==> src/design/jdrc_pkg.sv <==
// shared constants, types and codes of the joystick drive ramp controller
package jdrc_pkg;

    localparam int STICK_W    = 16;
    localparam int THR_W      = 15;
    localparam int POW_W      = 7;
    localparam int GAIN_W     = 4;
    localparam int SPAN_W     = 8;
    localparam int PCT_W      = 6;
    localparam int STROKE_W   = 10;
    localparam int LVL_W      = 8;
    localparam int OUT_POW_W  = 9;
    localparam int MOVE_W     = 11;
    localparam int MODE_W     = 2;
    localparam int CFG_IDX_W  = 3;
    localparam int CFG_DATA_W = 15;

    localparam int DIFF_W     = LVL_W + 2;
    localparam int PROD_W     = 12;
    localparam int STEP_W     = 9;
    localparam int SPROD_W    = 15;
    localparam int FACT_W     = 8;

    localparam int RECIP_W       = 13;
    localparam logic [RECIP_W-1:0] RECIP10  = 13'd6554;
    localparam int RECIP10_SH    = 16;
    localparam logic [RECIP_W-1:0] RECIP100 = 13'd5243;
    localparam int RECIP100_SH   = 19;

    localparam int Q_DEPTH = 2;
    localparam int Q_PTR_W = $clog2(Q_DEPTH);
    localparam int Q_CNT_W = Q_PTR_W + 1;

    localparam logic [MODE_W-1:0] MODE_STOP = 2'd0;
    localparam logic [MODE_W-1:0] MODE_FWD  = 2'd1;
    localparam logic [MODE_W-1:0] MODE_BACK = 2'd2;

    localparam logic KIND_JOY  = 1'b0;
    localparam logic KIND_TICK = 1'b1;

    localparam logic [CFG_IDX_W-1:0] CFG_STICK_THRESHOLD = 3'd0;
    localparam logic [CFG_IDX_W-1:0] CFG_TOP_POWER       = 3'd1;
    localparam logic [CFG_IDX_W-1:0] CFG_GAIN_TENTHS     = 3'd2;
    localparam logic [CFG_IDX_W-1:0] CFG_UPDATE_SPAN     = 3'd3;
    localparam logic [CFG_IDX_W-1:0] CFG_BOOST_PERCENT   = 3'd4;
    localparam logic [CFG_IDX_W-1:0] CFG_LIFT_STROKE     = 3'd5;

    localparam logic [THR_W-1:0]    RST_STICK_THRESHOLD = 15'd16384;
    localparam logic [POW_W-1:0]    RST_TOP_POWER       = 7'd90;
    localparam logic [GAIN_W-1:0]   RST_GAIN_TENTHS     = 4'd8;
    localparam logic [SPAN_W-1:0]   RST_UPDATE_SPAN     = 8'd2;
    localparam logic [PCT_W-1:0]    RST_BOOST_PERCENT   = 6'd10;
    localparam logic [STROKE_W-1:0] RST_LIFT_STROKE     = 10'd150;

    typedef struct packed {
        logic [THR_W-1:0]    stick_threshold;
        logic [POW_W-1:0]    top_power;
        logic [GAIN_W-1:0]   gain_tenths;
        logic [SPAN_W-1:0]   update_span;
        logic [PCT_W-1:0]    boost_percent;
        logic [STROKE_W-1:0] lift_stroke;
    } t_cfg;

    typedef struct packed {
        logic              kind;
        logic [MODE_W-1:0] drive_mode;
        logic [MODE_W-1:0] lift_mode;
        logic              right_button;
        logic              left_button;
    } t_item;

    typedef struct packed {
        logic                     valid;
        logic signed [LVL_W-1:0]  lvl_l;
        logic signed [LVL_W-1:0]  lvl_r;
        logic                     sc_l;
        logic                     sc_r;
        logic                     lift_valid;
        logic signed [MOVE_W-1:0] lift_move;
    } t_ramp;

endpackage

==> src/design/jdrc_in_if.sv <==
// input channel: joystick events and control ticks
interface jdrc_in_if;
    logic                                   valid;
    logic                                   ready;
    logic                                   kind;
    logic signed [jdrc_pkg::STICK_W-1:0]    stick_forward;
    logic signed [jdrc_pkg::STICK_W-1:0]    stick_lift;
    logic                                   right_button;
    logic                                   left_button;

    modport source (output valid, kind, stick_forward, stick_lift, right_button,
                    left_button, input ready);
    modport sink   (input valid, kind, stick_forward, stick_lift, right_button,
                    left_button, output ready);
endinterface

==> src/design/jdrc_out_if.sv <==
// output channel: drive powers and lift command
interface jdrc_out_if;
    logic                                   valid;
    logic                                   ready;
    logic signed [jdrc_pkg::OUT_POW_W-1:0]  left_power;
    logic signed [jdrc_pkg::OUT_POW_W-1:0]  right_power;
    logic                                   lift_valid;
    logic signed [jdrc_pkg::MOVE_W-1:0]     lift_move;

    modport source (output valid, left_power, right_power, lift_valid, lift_move,
                    input ready);
    modport sink   (input valid, left_power, right_power, lift_valid, lift_move,
                    output ready);
endinterface

==> src/design/jdrc_queue.sv <==
// two-entry queue of classified items between front and back
module jdrc_queue (
    input  logic            i_clk,
    input  logic            i_rst_n,
    input  logic            i_push,
    input  jdrc_pkg::t_item i_item,
    input  logic            i_pop,
    output jdrc_pkg::t_item o_head,
    output logic            o_full,
    output logic            o_empty
);

    jdrc_pkg::t_item                 r_mem [jdrc_pkg::Q_DEPTH];
    logic [jdrc_pkg::Q_PTR_W-1:0]    r_wr_ptr;
    logic [jdrc_pkg::Q_PTR_W-1:0]    r_rd_ptr;
    logic [jdrc_pkg::Q_CNT_W-1:0]    r_count;

    assign o_head  = r_mem[r_rd_ptr];
    assign o_full  = (r_count == jdrc_pkg::Q_CNT_W'(jdrc_pkg::Q_DEPTH));
    assign o_empty = (r_count == '0);

    always_ff @(posedge i_clk) begin
        if (i_push) begin
            r_mem[r_wr_ptr] <= i_item;
        end
    end

    always_ff @(posedge i_clk) begin
        if (!i_rst_n) begin
            r_wr_ptr <= '0;
            r_rd_ptr <= '0;
            r_count  <= '0;
        end else begin
            if (i_push) begin
                r_wr_ptr <= r_wr_ptr + 1'b1;
            end
            if (i_pop) begin
                r_rd_ptr <= r_rd_ptr + 1'b1;
            end
            case ({i_push, i_pop})
                2'b10:   r_count <= r_count + 1'b1;
                2'b01:   r_count <= r_count - 1'b1;
                default: r_count <= r_count;
            endcase
        end
    end

endmodule

==> src/design/jdrc_front.sv <==
// front end: takes input transfers and classifies the stick axes
module jdrc_front (
    jdrc_in_if.sink                      i_in,
    input  logic [jdrc_pkg::THR_W-1:0]   i_threshold,
    input  logic                         i_q_full,
    output logic                         o_push,
    output jdrc_pkg::t_item              o_item
);

    function automatic logic [jdrc_pkg::MODE_W-1:0] classify(
        input logic signed [jdrc_pkg::STICK_W-1:0] s,
        input logic [jdrc_pkg::THR_W-1:0]          t
    );
        logic signed [jdrc_pkg::STICK_W:0] sx;
        logic signed [jdrc_pkg::STICK_W:0] tx;
        sx = {s[jdrc_pkg::STICK_W-1], s};
        tx = {2'b00, t};
        if (sx >= tx) begin
            return jdrc_pkg::MODE_FWD;
        end else if (sx <= -tx) begin
            return jdrc_pkg::MODE_BACK;
        end
        return jdrc_pkg::MODE_STOP;
    endfunction

    assign i_in.ready = !i_q_full;
    assign o_push     = i_in.valid && !i_q_full;

    always_comb begin
        o_item.kind         = i_in.kind;
        o_item.drive_mode   = classify(i_in.stick_forward, i_threshold);
        o_item.lift_mode    = classify(i_in.stick_lift, i_threshold);
        o_item.right_button = i_in.right_button;
        o_item.left_button  = i_in.left_button;
    end

endmodule

==> src/design/jdrc_back.sv <==
// back end: mode state, span counter, power ramp and lift command
module jdrc_back (
    input  logic             i_clk,
    input  logic             i_rst_n,
    input  jdrc_pkg::t_cfg   i_cfg,
    input  logic             i_q_empty,
    input  jdrc_pkg::t_item  i_q_head,
    output logic             o_q_pop,
    output jdrc_pkg::t_ramp  o_ramp,
    input  logic             i_ramp_ready
);

    localparam int LW = jdrc_pkg::LVL_W;
    localparam int DW = jdrc_pkg::DIFF_W;
    localparam int PW = jdrc_pkg::PROD_W;
    localparam int SW = jdrc_pkg::STEP_W;
    localparam int RW = jdrc_pkg::RECIP_W;

    logic                          r_busy;
    logic                          r_do_step;
    logic                          r_neg_l, r_neg_r;
    logic                          r_nz_l, r_nz_r;
    logic [PW-1:0]                 r_prod_l, r_prod_r;
    logic [jdrc_pkg::MODE_W-1:0]   r_drive_mode;
    logic [jdrc_pkg::SPAN_W-1:0]   r_span;
    logic signed [LW-1:0]          r_lvl_l, r_lvl_r;
    logic                          r_held_l, r_held_r;
    logic [jdrc_pkg::MODE_W-1:0]   r_lift_mode;
    logic [jdrc_pkg::MODE_W-1:0]   r_lift_sent;

    logic                          tick_pop;
    logic                          joy_pop;
    logic                          done;
    logic signed [LW-1:0]          target;
    logic signed [DW-1:0]          diff_l, diff_r;
    logic signed [LW-1:0]          nl_l, nl_r;
    logic                          lift_chg;

    function automatic logic [PW-1:0] step_prod(
        input logic signed [DW-1:0]          d,
        input logic [jdrc_pkg::GAIN_W-1:0]   g
    );
        logic [DW-1:0] m;
        m = d[DW-1] ? (~d + 1'b1) : d;
        return {{(PW-LW){1'b0}}, m[LW-1:0]} * {{(PW-jdrc_pkg::GAIN_W){1'b0}}, g};
    endfunction

    function automatic logic signed [LW-1:0] ramp_next(
        input logic signed [LW-1:0] lvl,
        input logic [PW-1:0]        prod,
        input logic                 neg,
        input logic                 nz
    );
        logic [PW+RW-1:0]     wide;
        logic [SW-1:0]        step;
        logic signed [SW+1:0] nl;
        wide = {{RW{1'b0}}, prod} * {{PW{1'b0}}, jdrc_pkg::RECIP10};
        step = wide[jdrc_pkg::RECIP10_SH +: SW];
        if (step == '0 && nz) begin
            step = SW'(1);
        end
        if (neg) begin
            nl = {{(SW+2-LW){lvl[LW-1]}}, lvl} - {2'b00, step};
        end else begin
            nl = {{(SW+2-LW){lvl[LW-1]}}, lvl} + {2'b00, step};
        end
        if (nl > 11'sd127) begin
            return 8'sd127;
        end else if (nl < -11'sd128) begin
            return -8'sd128;
        end
        return nl[LW-1:0];
    endfunction

    assign o_q_pop  = !r_busy && !i_q_empty;
    assign tick_pop = o_q_pop && (i_q_head.kind == jdrc_pkg::KIND_TICK);
    assign joy_pop  = o_q_pop && (i_q_head.kind == jdrc_pkg::KIND_JOY);
    assign done     = r_busy && i_ramp_ready;
    assign lift_chg = (r_lift_mode != r_lift_sent);

    always_comb begin
        case (r_drive_mode)
            jdrc_pkg::MODE_FWD:  target = {1'b0, i_cfg.top_power};
            jdrc_pkg::MODE_BACK: target = -$signed({1'b0, i_cfg.top_power});
            default:             target = '0;
        endcase
        diff_l = {{(DW-LW){target[LW-1]}}, target} - {{(DW-LW){r_lvl_l[LW-1]}}, r_lvl_l};
        diff_r = {{(DW-LW){target[LW-1]}}, target} - {{(DW-LW){r_lvl_r[LW-1]}}, r_lvl_r};
        nl_l   = ramp_next(r_lvl_l, r_prod_l, r_neg_l, r_nz_l);
        nl_r   = ramp_next(r_lvl_r, r_prod_r, r_neg_r, r_nz_r);
    end

    always_comb begin
        o_ramp.valid      = r_busy;
        o_ramp.lvl_l      = r_do_step ? nl_l : r_lvl_l;
        o_ramp.lvl_r      = r_do_step ? nl_r : r_lvl_r;
        o_ramp.sc_l       = r_held_r && !r_held_l;
        o_ramp.sc_r       = r_held_l && !r_held_r;
        o_ramp.lift_valid = 1'b0;
        o_ramp.lift_move  = '0;
        if (lift_chg) begin
            case (r_lift_mode)
                jdrc_pkg::MODE_FWD: begin
                    o_ramp.lift_valid = 1'b1;
                    o_ramp.lift_move  = {1'b0, i_cfg.lift_stroke};
                end
                jdrc_pkg::MODE_BACK: begin
                    o_ramp.lift_valid = 1'b1;
                    o_ramp.lift_move  = -$signed({1'b0, i_cfg.lift_stroke});
                end
                default: begin
                    o_ramp.lift_valid = 1'b0;
                end
            endcase
        end
    end

    always_ff @(posedge i_clk) begin
        if (tick_pop) begin
            r_do_step <= (r_span == i_cfg.update_span);
            r_neg_l   <= diff_l[DW-1];
            r_neg_r   <= diff_r[DW-1];
            r_nz_l    <= (diff_l != '0);
            r_nz_r    <= (diff_r != '0);
            r_prod_l  <= step_prod(diff_l, i_cfg.gain_tenths);
            r_prod_r  <= step_prod(diff_r, i_cfg.gain_tenths);
        end
    end

    always_ff @(posedge i_clk) begin
        if (!i_rst_n) begin
            r_busy       <= 1'b0;
            r_drive_mode <= jdrc_pkg::MODE_STOP;
            r_span       <= '0;
            r_lvl_l      <= '0;
            r_lvl_r      <= '0;
            r_held_l     <= 1'b0;
            r_held_r     <= 1'b0;
            r_lift_mode  <= jdrc_pkg::MODE_STOP;
            r_lift_sent  <= jdrc_pkg::MODE_STOP;
        end else begin
            if (tick_pop) begin
                r_busy <= 1'b1;
            end
            if (joy_pop) begin
                r_held_r <= i_q_head.right_button;
                r_held_l <= i_q_head.left_button;
                if (i_q_head.drive_mode != r_drive_mode) begin
                    r_drive_mode <= i_q_head.drive_mode;
                    r_span       <= '0;
                end
                if (i_q_head.lift_mode != jdrc_pkg::MODE_STOP) begin
                    r_lift_mode <= i_q_head.lift_mode;
                end
            end
            if (done) begin
                r_busy <= 1'b0;
                if (r_do_step) begin
                    r_lvl_l <= nl_l;
                    r_lvl_r <= nl_r;
                    r_span  <= jdrc_pkg::SPAN_W'(1);
                end else begin
                    r_span  <= r_span + 1'b1;
                end
                if (lift_chg) begin
                    r_lift_sent <= r_lift_mode;
                end
            end
        end
    end

endmodule

==> src/design/jdrc_scale.sv <==
// bumper scaling pipeline and output register
module jdrc_scale (
    input  logic                        i_clk,
    input  logic                        i_rst_n,
    input  logic [jdrc_pkg::PCT_W-1:0]  i_pct,
    input  jdrc_pkg::t_ramp             i_ramp,
    output logic                        o_ramp_ready,
    jdrc_out_if.source                  o_out
);

    localparam int LW = jdrc_pkg::LVL_W;
    localparam int QW = jdrc_pkg::OUT_POW_W;
    localparam int PW = jdrc_pkg::SPROD_W;
    localparam int FW = jdrc_pkg::FACT_W;
    localparam int RW = jdrc_pkg::RECIP_W;

    jdrc_pkg::t_ramp                    r_a;
    logic                               r_b_valid;
    logic [PW-1:0]                      r_b_prod_l, r_b_prod_r;
    logic signed [LW-1:0]               r_b_raw_l, r_b_raw_r;
    logic                               r_b_sc_l, r_b_sc_r;
    logic                               r_b_lift_valid;
    logic signed [jdrc_pkg::MOVE_W-1:0] r_b_lift_move;
    logic                               r_o_valid;
    logic signed [QW-1:0]               r_o_left, r_o_right;
    logic                               r_o_lift_valid;
    logic signed [jdrc_pkg::MOVE_W-1:0] r_o_lift_move;

    logic out_free;
    logic b_free;
    logic a_free;

    function automatic logic [PW-1:0] sc_prod(
        input logic signed [LW-1:0]        x,
        input logic [jdrc_pkg::PCT_W-1:0]  pct
    );
        logic [LW-1:0]   m;
        logic [FW-1:0]   f;
        logic [2*LW-1:0] p;
        m = x[LW-1] ? (~x + 1'b1) : x;
        f = x[LW-1] ? (FW'(100) - {{(FW-jdrc_pkg::PCT_W){1'b0}}, pct})
                    : (FW'(100) + {{(FW-jdrc_pkg::PCT_W){1'b0}}, pct});
        p = {{LW{1'b0}}, m} * {{(2*LW-FW){1'b0}}, f};
        return p[PW-1:0];
    endfunction

    function automatic logic signed [QW-1:0] sc_out(
        input logic [PW-1:0]        prod,
        input logic signed [LW-1:0] raw,
        input logic                 sc
    );
        logic [PW+RW-1:0] w;
        logic [QW-1:0]    q;
        w = {{RW{1'b0}}, prod} * {{PW{1'b0}}, jdrc_pkg::RECIP100};
        q = w[jdrc_pkg::RECIP100_SH +: QW];
        if (!sc) begin
            return {raw[LW-1], raw};
        end
        return raw[LW-1] ? (~q + 1'b1) : q;
    endfunction

    assign out_free     = !r_o_valid || o_out.ready;
    assign b_free       = !r_b_valid || out_free;
    assign a_free       = !r_a.valid || b_free;
    assign o_ramp_ready = a_free;

    assign o_out.valid       = r_o_valid;
    assign o_out.left_power  = r_o_left;
    assign o_out.right_power = r_o_right;
    assign o_out.lift_valid  = r_o_lift_valid;
    assign o_out.lift_move   = r_o_lift_move;

    always_ff @(posedge i_clk) begin
        if (!i_rst_n) begin
            r_a.valid <= 1'b0;
            r_b_valid <= 1'b0;
            r_o_valid <= 1'b0;
        end else begin
            if (a_free) begin
                r_a.valid <= i_ramp.valid;
            end
            if (b_free) begin
                r_b_valid <= r_a.valid;
            end
            if (out_free) begin
                r_o_valid <= r_b_valid;
            end
        end
        if (a_free) begin
            r_a.lvl_l      <= i_ramp.lvl_l;
            r_a.lvl_r      <= i_ramp.lvl_r;
            r_a.sc_l       <= i_ramp.sc_l;
            r_a.sc_r       <= i_ramp.sc_r;
            r_a.lift_valid <= i_ramp.lift_valid;
            r_a.lift_move  <= i_ramp.lift_move;
        end
        if (b_free) begin
            r_b_prod_l     <= sc_prod(r_a.lvl_l, i_pct);
            r_b_prod_r     <= sc_prod(r_a.lvl_r, i_pct);
            r_b_raw_l      <= r_a.lvl_l;
            r_b_raw_r      <= r_a.lvl_r;
            r_b_sc_l       <= r_a.sc_l;
            r_b_sc_r       <= r_a.sc_r;
            r_b_lift_valid <= r_a.lift_valid;
            r_b_lift_move  <= r_a.lift_move;
        end
        if (out_free) begin
            r_o_left       <= sc_out(r_b_prod_l, r_b_raw_l, r_b_sc_l);
            r_o_right      <= sc_out(r_b_prod_r, r_b_raw_r, r_b_sc_r);
            r_o_lift_valid <= r_b_lift_valid;
            r_o_lift_move  <= r_b_lift_move;
        end
    end

endmodule

==> src/design/joystick_drive_ramp_controller.sv <==
// Joystick drive ramp controller top level. Joystick events and control ticks enter on i_in;
// each tick produces one transfer on o_out with both drive powers and an optional lift
// command, joystick events produce none. Input transfers are classified on arrival and
// held in a two-entry queue, so i_in stays ready while o_out is stalled until the queue
// fills. The back end applies a joystick event when it pops it; for a tick it first registers
// gain times power difference, then scales it by one tenth and, once the span counter has
// reached the update span, updates the power levels. It pops no new item until the scaling
// stage has taken the tick's result. The bumper scaling then runs in a three-register pipeline.
// Configuration writes on i_cfg_we go to a register that the other stages read directly.
module joystick_drive_ramp_controller (
    input  logic                               i_clk,
    input  logic                               i_rst_n,
    jdrc_in_if.sink                            i_in,
    jdrc_out_if.source                         o_out,
    input  logic                               i_cfg_we,
    input  logic [jdrc_pkg::CFG_IDX_W-1:0]     i_cfg_idx,
    input  logic [jdrc_pkg::CFG_DATA_W-1:0]    i_cfg_data
);

    jdrc_pkg::t_cfg  r_cfg;
    jdrc_pkg::t_item push_item;
    jdrc_pkg::t_item q_head;
    jdrc_pkg::t_ramp ramp;
    logic            push;
    logic            pop;
    logic            q_full;
    logic            q_empty;
    logic            ramp_ready;

    always_ff @(posedge i_clk) begin
        if (!i_rst_n) begin
            r_cfg.stick_threshold <= jdrc_pkg::RST_STICK_THRESHOLD;
            r_cfg.top_power       <= jdrc_pkg::RST_TOP_POWER;
            r_cfg.gain_tenths     <= jdrc_pkg::RST_GAIN_TENTHS;
            r_cfg.update_span     <= jdrc_pkg::RST_UPDATE_SPAN;
            r_cfg.boost_percent   <= jdrc_pkg::RST_BOOST_PERCENT;
            r_cfg.lift_stroke     <= jdrc_pkg::RST_LIFT_STROKE;
        end else if (i_cfg_we) begin
            case (i_cfg_idx)
                jdrc_pkg::CFG_STICK_THRESHOLD:
                    r_cfg.stick_threshold <= i_cfg_data[jdrc_pkg::THR_W-1:0];
                jdrc_pkg::CFG_TOP_POWER:
                    r_cfg.top_power       <= i_cfg_data[jdrc_pkg::POW_W-1:0];
                jdrc_pkg::CFG_GAIN_TENTHS:
                    r_cfg.gain_tenths     <= i_cfg_data[jdrc_pkg::GAIN_W-1:0];
                jdrc_pkg::CFG_UPDATE_SPAN:
                    r_cfg.update_span     <= i_cfg_data[jdrc_pkg::SPAN_W-1:0];
                jdrc_pkg::CFG_BOOST_PERCENT:
                    r_cfg.boost_percent   <= i_cfg_data[jdrc_pkg::PCT_W-1:0];
                jdrc_pkg::CFG_LIFT_STROKE:
                    r_cfg.lift_stroke     <= i_cfg_data[jdrc_pkg::STROKE_W-1:0];
                default: begin
                end
            endcase
        end
    end

    jdrc_front u_front (
        .i_in        (i_in),
        .i_threshold (r_cfg.stick_threshold),
        .i_q_full    (q_full),
        .o_push      (push),
        .o_item      (push_item)
    );

    jdrc_queue u_queue (
        .i_clk   (i_clk),
        .i_rst_n (i_rst_n),
        .i_push  (push),
        .i_item  (push_item),
        .i_pop   (pop),
        .o_head  (q_head),
        .o_full  (q_full),
        .o_empty (q_empty)
    );

    jdrc_back u_back (
        .i_clk        (i_clk),
        .i_rst_n      (i_rst_n),
        .i_cfg        (r_cfg),
        .i_q_empty    (q_empty),
        .i_q_head     (q_head),
        .o_q_pop      (pop),
        .o_ramp       (ramp),
        .i_ramp_ready (ramp_ready)
    );

    jdrc_scale u_scale (
        .i_clk        (i_clk),
        .i_rst_n      (i_rst_n),
        .i_pct        (r_cfg.boost_percent),
        .i_ramp       (ramp),
        .o_ramp_ready (ramp_ready),
        .o_out        (o_out)
    );

endmodule

==> src/flat_wrapper.sv <==
// flat-port wrapper written by rule: the top's interface ports become plain ports
module joystick_drive_ramp_controller_flat 
  (i_clk, i_rst_n, i_cfg_we, i_cfg_idx, i_cfg_data, i_in_valid, i_in_kind, i_in_stick_forward, i_in_stick_lift, i_in_right_button, i_in_left_button, i_in_ready, o_out_valid, o_out_left_power, o_out_right_power, o_out_lift_valid, o_out_lift_move, o_out_ready);
  jdrc_in_if i_in_i ();
  jdrc_out_if o_out_i ();
  input  logic i_clk;
  input  logic i_rst_n;
  input  logic i_cfg_we;
  input  logic [jdrc_pkg::CFG_IDX_W-1:0] i_cfg_idx;
  input  logic [jdrc_pkg::CFG_DATA_W-1:0] i_cfg_data;
  input wire logic [$bits(i_in_i.valid)-1:0] i_in_valid;
  input wire logic [$bits(i_in_i.kind)-1:0] i_in_kind;
  input wire logic [$bits(i_in_i.stick_forward)-1:0] i_in_stick_forward;
  input wire logic [$bits(i_in_i.stick_lift)-1:0] i_in_stick_lift;
  input wire logic [$bits(i_in_i.right_button)-1:0] i_in_right_button;
  input wire logic [$bits(i_in_i.left_button)-1:0] i_in_left_button;
  output wire logic [$bits(i_in_i.ready)-1:0] i_in_ready;
  output wire logic [$bits(o_out_i.valid)-1:0] o_out_valid;
  output wire logic [$bits(o_out_i.left_power)-1:0] o_out_left_power;
  output wire logic [$bits(o_out_i.right_power)-1:0] o_out_right_power;
  output wire logic [$bits(o_out_i.lift_valid)-1:0] o_out_lift_valid;
  output wire logic [$bits(o_out_i.lift_move)-1:0] o_out_lift_move;
  input wire logic [$bits(o_out_i.ready)-1:0] o_out_ready;
  assign i_in_i.valid = i_in_valid;
  assign i_in_i.kind = i_in_kind;
  assign i_in_i.stick_forward = i_in_stick_forward;
  assign i_in_i.stick_lift = i_in_stick_lift;
  assign i_in_i.right_button = i_in_right_button;
  assign i_in_i.left_button = i_in_left_button;
  assign i_in_ready = i_in_i.ready;
  assign o_out_valid = o_out_i.valid;
  assign o_out_left_power = o_out_i.left_power;
  assign o_out_right_power = o_out_i.right_power;
  assign o_out_lift_valid = o_out_i.lift_valid;
  assign o_out_lift_move = o_out_i.lift_move;
  assign o_out_i.ready = o_out_ready;
  joystick_drive_ramp_controller u_core (.i_clk(i_clk), .i_rst_n(i_rst_n), .i_in(i_in_i), .o_out(o_out_i), .i_cfg_we(i_cfg_we), .i_cfg_idx(i_cfg_idx), .i_cfg_data(i_cfg_data));
endmodule
==> config.mk <==
export PLATFORM = sky130hd
export DESIGN_NAME = joystick_drive_ramp_controller_flat
export DESIGN_NICKNAME = d
export VERILOG_FILES = /design/src/design/jdrc_pkg.sv /design/src/design/jdrc_in_if.sv /design/src/design/jdrc_out_if.sv /design/src/design/jdrc_queue.sv /design/src/design/jdrc_front.sv /design/src/design/jdrc_back.sv /design/src/design/jdrc_scale.sv /design/src/design/joystick_drive_ramp_controller.sv /design/src/flat_wrapper.sv
export SDC_FILE = /design/constraint.sdc
export NUM_CORES = 2
export LEC_CHECK = 0
export BUFFER_PORTS_ARGS = -buffer_cell sky130_fd_sc_hd__buf_2
export CAP_MARGIN = 20
export CORE_MARGIN = 8
export CORE_UTILIZATION = 55
export CTS_CLUSTER_DIAMETER = 40
export DETAILED_ROUTE_END_ITERATION = 10
export HOLD_SLACK_MARGIN = 0.06
export PLACE_DENSITY_LB_ADDON = 0.15
export RECOVER_POWER = 50
export SYNTH_ARGS = -nofsm -noshare
export SYNTH_HDL_FRONTEND = slang
export SYNTH_SLANG_ARGS = --single-unit
==> constraint.sdc <==
create_clock -name i_clk -period 7.8 [get_ports i_clk]
set_clock_uncertainty 0.05 [all_clocks]
set_input_delay 0 -clock i_clk [delete_from_list [all_inputs] [get_ports i_clk]]
set_output_delay 0 -clock i_clk [all_outputs]
set_load 0.05 [all_outputs]
# == Word-level counts from Yosys, hierarchy flattened ==
# Memories as Yosys holds them, arrays and structs flattened. A register that Yosys moved wholly into a read port is not among the register bits.
# Index checks and enable logic that the tools add are counted.
# totals
reg_bits,239
mem_bits_rw,14
inputBits,58
out_inout_bits,32
word_cells,204
mem_count,1
# classes
add_sub_neg,22
multipliers,8
magnitude_cmp,8
n_eq_ne,15
n_mux,54
n_bitwise,8
reduce_logical,42
# memory_table
memory,depth,word_bits,rd,rd_clocked_by_memory_dff,wr,line_no,text
u_core.u_queue.r_mem,2,7,1,1,1,jdrc_queue.sv:13,jdrc_pkg::t_item r_mem [jdrc_pkg::Q_DEPTH];
# op_table
op,n
$mux 8,18
$mux 9,8
$mul 15x13->28 const B,2
$mul 12x12->24 const B,2
$add 8x1->8 const B,5
$le 16x17->1,2
$ge 16x16->1,2
$not 8->8,4
$mul 8x8->15,2
$mul 8x4->12,2
$add 8x10->11,2
$gt 11x8->1 const B,2
$lt 11x8->1 const B,2
$mux 11,2
$pmux 11 s2,1
$sub 8x10->11,2
$reduce_and 2->1,10
$reduce_bool 10->1,2
$add 9x1->9 const B,2
$logic_not 9->1,2
$not 9->9,2
$sub 8x8->9,2
$mux 1,17
$neg 15->17,1
25 further kinds,61

# == Depth between registers and ports, before layout ==
# depth
depth_word,11
depth_mapped,38
ltp_nobuf,37

# == Modules after synthesis ==
# A second synthesis with hierarchy kept.
# unflattened
cells_unflattened,3460
hier_area_um2,33104.2
# modules_own_cells
module,instances,cells_per_inst,area_per_inst_um2,seq_area_each_um2
jdrc_scale,1,1521,15840.2,3663.5
jdrc_back,1,1464,12722.2,1531.5
joystick_drive_ramp_controller,1,192,1966.9,1001.0
jdrc_front,1,239,1855.5,0.0
jdrc_queue,1,44,719.4,520.5

# == Worst setup path before layout ==
# OpenSTA, ideal clock, no wires.
# synth_path
kind,register -> register
start,register u_core.u_back.r_prod_r[6]
end,register u_core.u_scale.r_a[14] in the netlist's numbering (data pin)
setup_ns,0.263
arrival_time_ns,8.113
required_ns,7.487
slack_ns,-0.626
stages_incl_launch_ff,36
n_path_buf,0
period_less_slack_ns,8.426
path_cell_list,edfxtp_1 -> ha_1 -> inv_1 -> fa_1 -> inv_1 -> fa_1 -> fa_1 -> inv_1 -> fa_1 -> inv_1 -> ha_1 -> and4_1 -> o2111a_1 -> a22o_2 -> or4_1 -> o311ai_2 -> a211oi_4 -> nand4_1 -> nor4_1 -> or2_2 -> inv_1 -> ha_1 -> a21boi_0 -> and4_4 -> a21oi_1 -> xnor2_1 -> ha_1 -> inv_1 -> o21ai_0 -> o21ai_0 -> or3_1 -> a21oi_1 -> and4b_1 -> or4_4 -> o21ai_0 -> o31ai_1
# synth_rtl
item,line_no,text
"start, declared",jdrc_back.sv:23,"logic [PW-1:0] r_prod_l, r_prod_r;"
"start signal, assigned",jdrc_back.sv:126,"r_prod_r <= step_prod(diff_r, i_cfg.gain_tenths);"
"end, declared",jdrc_scale.sv:17,jdrc_pkg::t_ramp r_a;

==> impl_metrics.toml <==
[clocking]
cts-buffers-inserted = 46
clock_sink_count = 254
cts_tree = "built"
cts_max_level = 2
cts_root_buffer = "clkbuf_16"
clockBufferDepth = 3
clkTransAtPathRegs_ns = 0.06
clk_latency_ns = 0.58

[placed_design]
dpl.hpwl_um = 60200
port_buffers = 89
finalWeightedCongestion = 0.919

[synth]
synth_flop_cell = "edfxtp_1"
syn-num-nets = 4419
yosysSeqAreaShare_pct = 20.5
synth_area_per_cell_um2 = 9.47
synth.distinct_cells = 84
synth_seq_cells = 254
synth-edff-count = 163
syn_area_um2 = 32700
async_flop_share_pct = 0
synthCells = 3455
yosys_warnings = 0

[status]
status = "finished with violations"
violations = "max-capacitance violations, max-slew violations, negative setup slack"

[floorplan]
die_x_um = 260
die-area_um2 = 67500
core_um2 = 58900
die_h_um = 260
initial_core_util_pct = 55.5
row_count = 89
ios = 90

[critical_path]
cp.arrival_ns = 8.55
start_kind = "flop"
cpMostUsedCell = "fa_1"
critPathKind = "flop to flop"
worst_setup_path_end_kind = "flop"
cp_slowest_cell = "or4_4"
worst-path-max-fanout = 7
cpPeakStageDelay_ns = 0.63
worstPathRequired_ns = 8.06

[grt]
grt_pass1_vias = 26300
grt-ovfl-total = 0
busiest_layer = "met2"
met3_usage_pct = 2.29
use_met1_pct = 27.7
grt_pass1_wl_um = 125000
grt_max_degree = 92
use_met2_pct = 39.8
grt_antenna_before_repair = 0
grtUsageTotal_pct = 22.1

[routing]
via_per_inst = 5.40
wl_per_cell_um = 16.0
drc = 0
wl_um = 73900
dr.pass1.iters = 5
vias = 24900
drt_iter0_drc = 1149
antenna_left = 0

[layout]
regArea_um2 = 6720
area_delta_synth_final_pct = 17.2
num-fill-cells = 4752
antenna_cells = 0
multi_input_area_um2 = 24300
drive_gt1_share_pct = 13.9
final_core_util_pct = 65.1
nNetsFinal = 4761

[timing]
slew_headroom_pct = -134
setup_slack_ns = -0.491
fmax_mhz = 121
fin_setup_tns_ns = -8.30
period_needed_ns = 8.29
final-hold-violation-count = 0
fin_crit_sh_pct = 106
worst_pin_slew_ns = 3.52
grt_setup_unrepaired = "yes"
finalMaxSlewViolations = 184
setup_viol = 31
holdWs_ns = 0.101

[hold_path]
min_path_type = "primary input to flop"

[job]
max-cap-violations = 3
==> Yosys cell counts, types with 12 or more instances <==
library cell,number,area share [%]
edfxtp_1,163,15
nand2b_1,51,0.98
o211ai_1,14,0.32
inv_1,619,7.1
clkbuf_1,50,0.57
a211oi_1,12,0.28
and2_1,52,0.99
o31ai_1,28,0.64
nand4_1,19,0.36
xor2_1,49,1.3
a21oi_1,137,2.1
o21a_1,26,0.60
xnor2_1,147,3.9
nand2_1,257,2.9
mux2_2,12,0.41
a31oi_1,14,0.27
nor3_1,30,0.46
fa_1,310,19
a21boi_0,47,1.1
or2_2,20,0.38
nand3_1,48,0.73
nor2_1,207,2.4
ha_1,596,23
nor2b_1,66,1.3
a21o_1,46,1.1
and3_1,14,0.27
o21bai_1,16,0.37
or3_1,24,0.46
dfxtp_1,91,5.6
mux2i_1,26,0.80
o21ai_0,122,1.9
==> stage by stage <==
stage / area, µm² / std cells / setup WS [ns]
floorplan: 33000 / 3455 / -0.273
global placement: 35300 / 4420 / -0.387
detailed placement: 35300 / 4420 / -0.522
CTS: 38000 / 4596 / -0.372
global route: 38300 / 4608 / -0.824
finish: 38300 / 4608 / -0.491
==> final cells by class <==
| class | count | area share, % |
|---|---|---|
| multi-input combinational | 2524 | 63.3 |
| sequential | 254 | 17.5 |
| tap | 773 | 2.52 |
| clock inverter | 34 | 0.910 |
| timing repair buffer | 350 | 6.54 |
| clock buffer | 52 | 3.09 |
| inverter | 621 | 6.08 |
==> layer usage <==
metal | vias up | routed length [µm]
li1 | 12300 | -
met1 | 12100 | 32100
met2 | 388 | 37600
met3 | 131 | 2230
met4 | 0 | 1920
met5 | - | 0
==> final timing paths <==
kind | start | endpoint | slack (ns) | depth (start not counted)
setup / recovery | u_core.u_back.r_prod_r[3] | u_core.u_scale.r_a[14] | -0.49 | 35
hold / removal | i_in_right_button | u_core.u_queue.r_mem[1][1] | 0.10 | 2
setup reg to reg | u_core.u_back.r_prod_r[3] | u_core.u_scale.r_a[14] | -0.49 | 35
hold reg to reg | u_core.u_scale.r_a[11] | u_core.u_scale.r_b_lift_valid | 0.37 | 0
==> logic make-up after synthesis <==
logic type | after synthesis | share of synthesized area (%)
and+or+nand+nor | 836 | 12.4
AOI/OAI and AO/OA | 547 | 11.0
muxes | 38 | 1.21
buffers and inverters | 677 | 7.78
adders and majority gates | 906 | 41.8
DFF | 254 | 20.5
xor gates and xnor gates | 197 | 5.30
==> what timing repair did <==
| item | in CTS | in global routing |
|---|---|---|
| endpoints found under the hold margin | 85 | 0 |
| gates resized for setup | 74 | 69 |
| buffers inserted | 53 | 16 |
| pin swaps | 45 | 57 |
| setup endpoints to repair | 31 | 32 |
| hold buffers | 42 | 0 |
==> flip-flops by register name, summed over array words and instances, names as in the netlist, 9 cells and up, named ones only <==
signal and flops:
u_core.u_scale.r_b_prod_l 15, u_core.u_back.r_prod_l 12, u_core.u_back.r_prod_r 12, u_core.u_scale.o_out.left_power 9, u_core.u_scale.r_b_lift_move 11, u_core.r_cfg 50
u_core.u_scale.o_out.right_power 9, u_core.u_scale.o_out.lift_move 11, u_core.u_scale.r_a 31, u_core.u_queue.r_mem 14, u_core.u_scale.r_b_prod_r 15
==> cell usage in the layout (no fill, tap or decap), types with 19 or more instances in the layout <==
master / instances
inv_1: 604
ha_1: 576
fa_1: 308
nand2_1: 253
buf_4: 204
nor2_1: 198
edfxtp_1: 163
xnor2_1: 145
a21oi_1: 123
o21ai_0: 99
dfxtp_1: 91
nor2b_1: 63
buf_2: 56
nand2b_1: 51
and2_1: 50
xor2_1: 48
a21o_1: 46
nand3_1: 46
a21boi_0: 46
clkbuf_16: 46
dlygate4sd3_1: 42
clkbuf_1: 41
nor3_1: 27
o21a_1: 26
mux2i_1: 25
o31ai_1: 24
or3_1: 23
nand4_1: 19
==> critical path, delay by kind of cell, from the launching register on <==
family          cells  cell delay, ns
xor+xnor            2            0.20
fa+ha+maj           8            2.94
flops               1            0.47
simple gates       11            2.48
compound gates      9            1.52
buf+inv             5            0.38
Power is not shown: default switching activity piles up to over one toggle a cycle in this logic, so the estimate is an artifact.
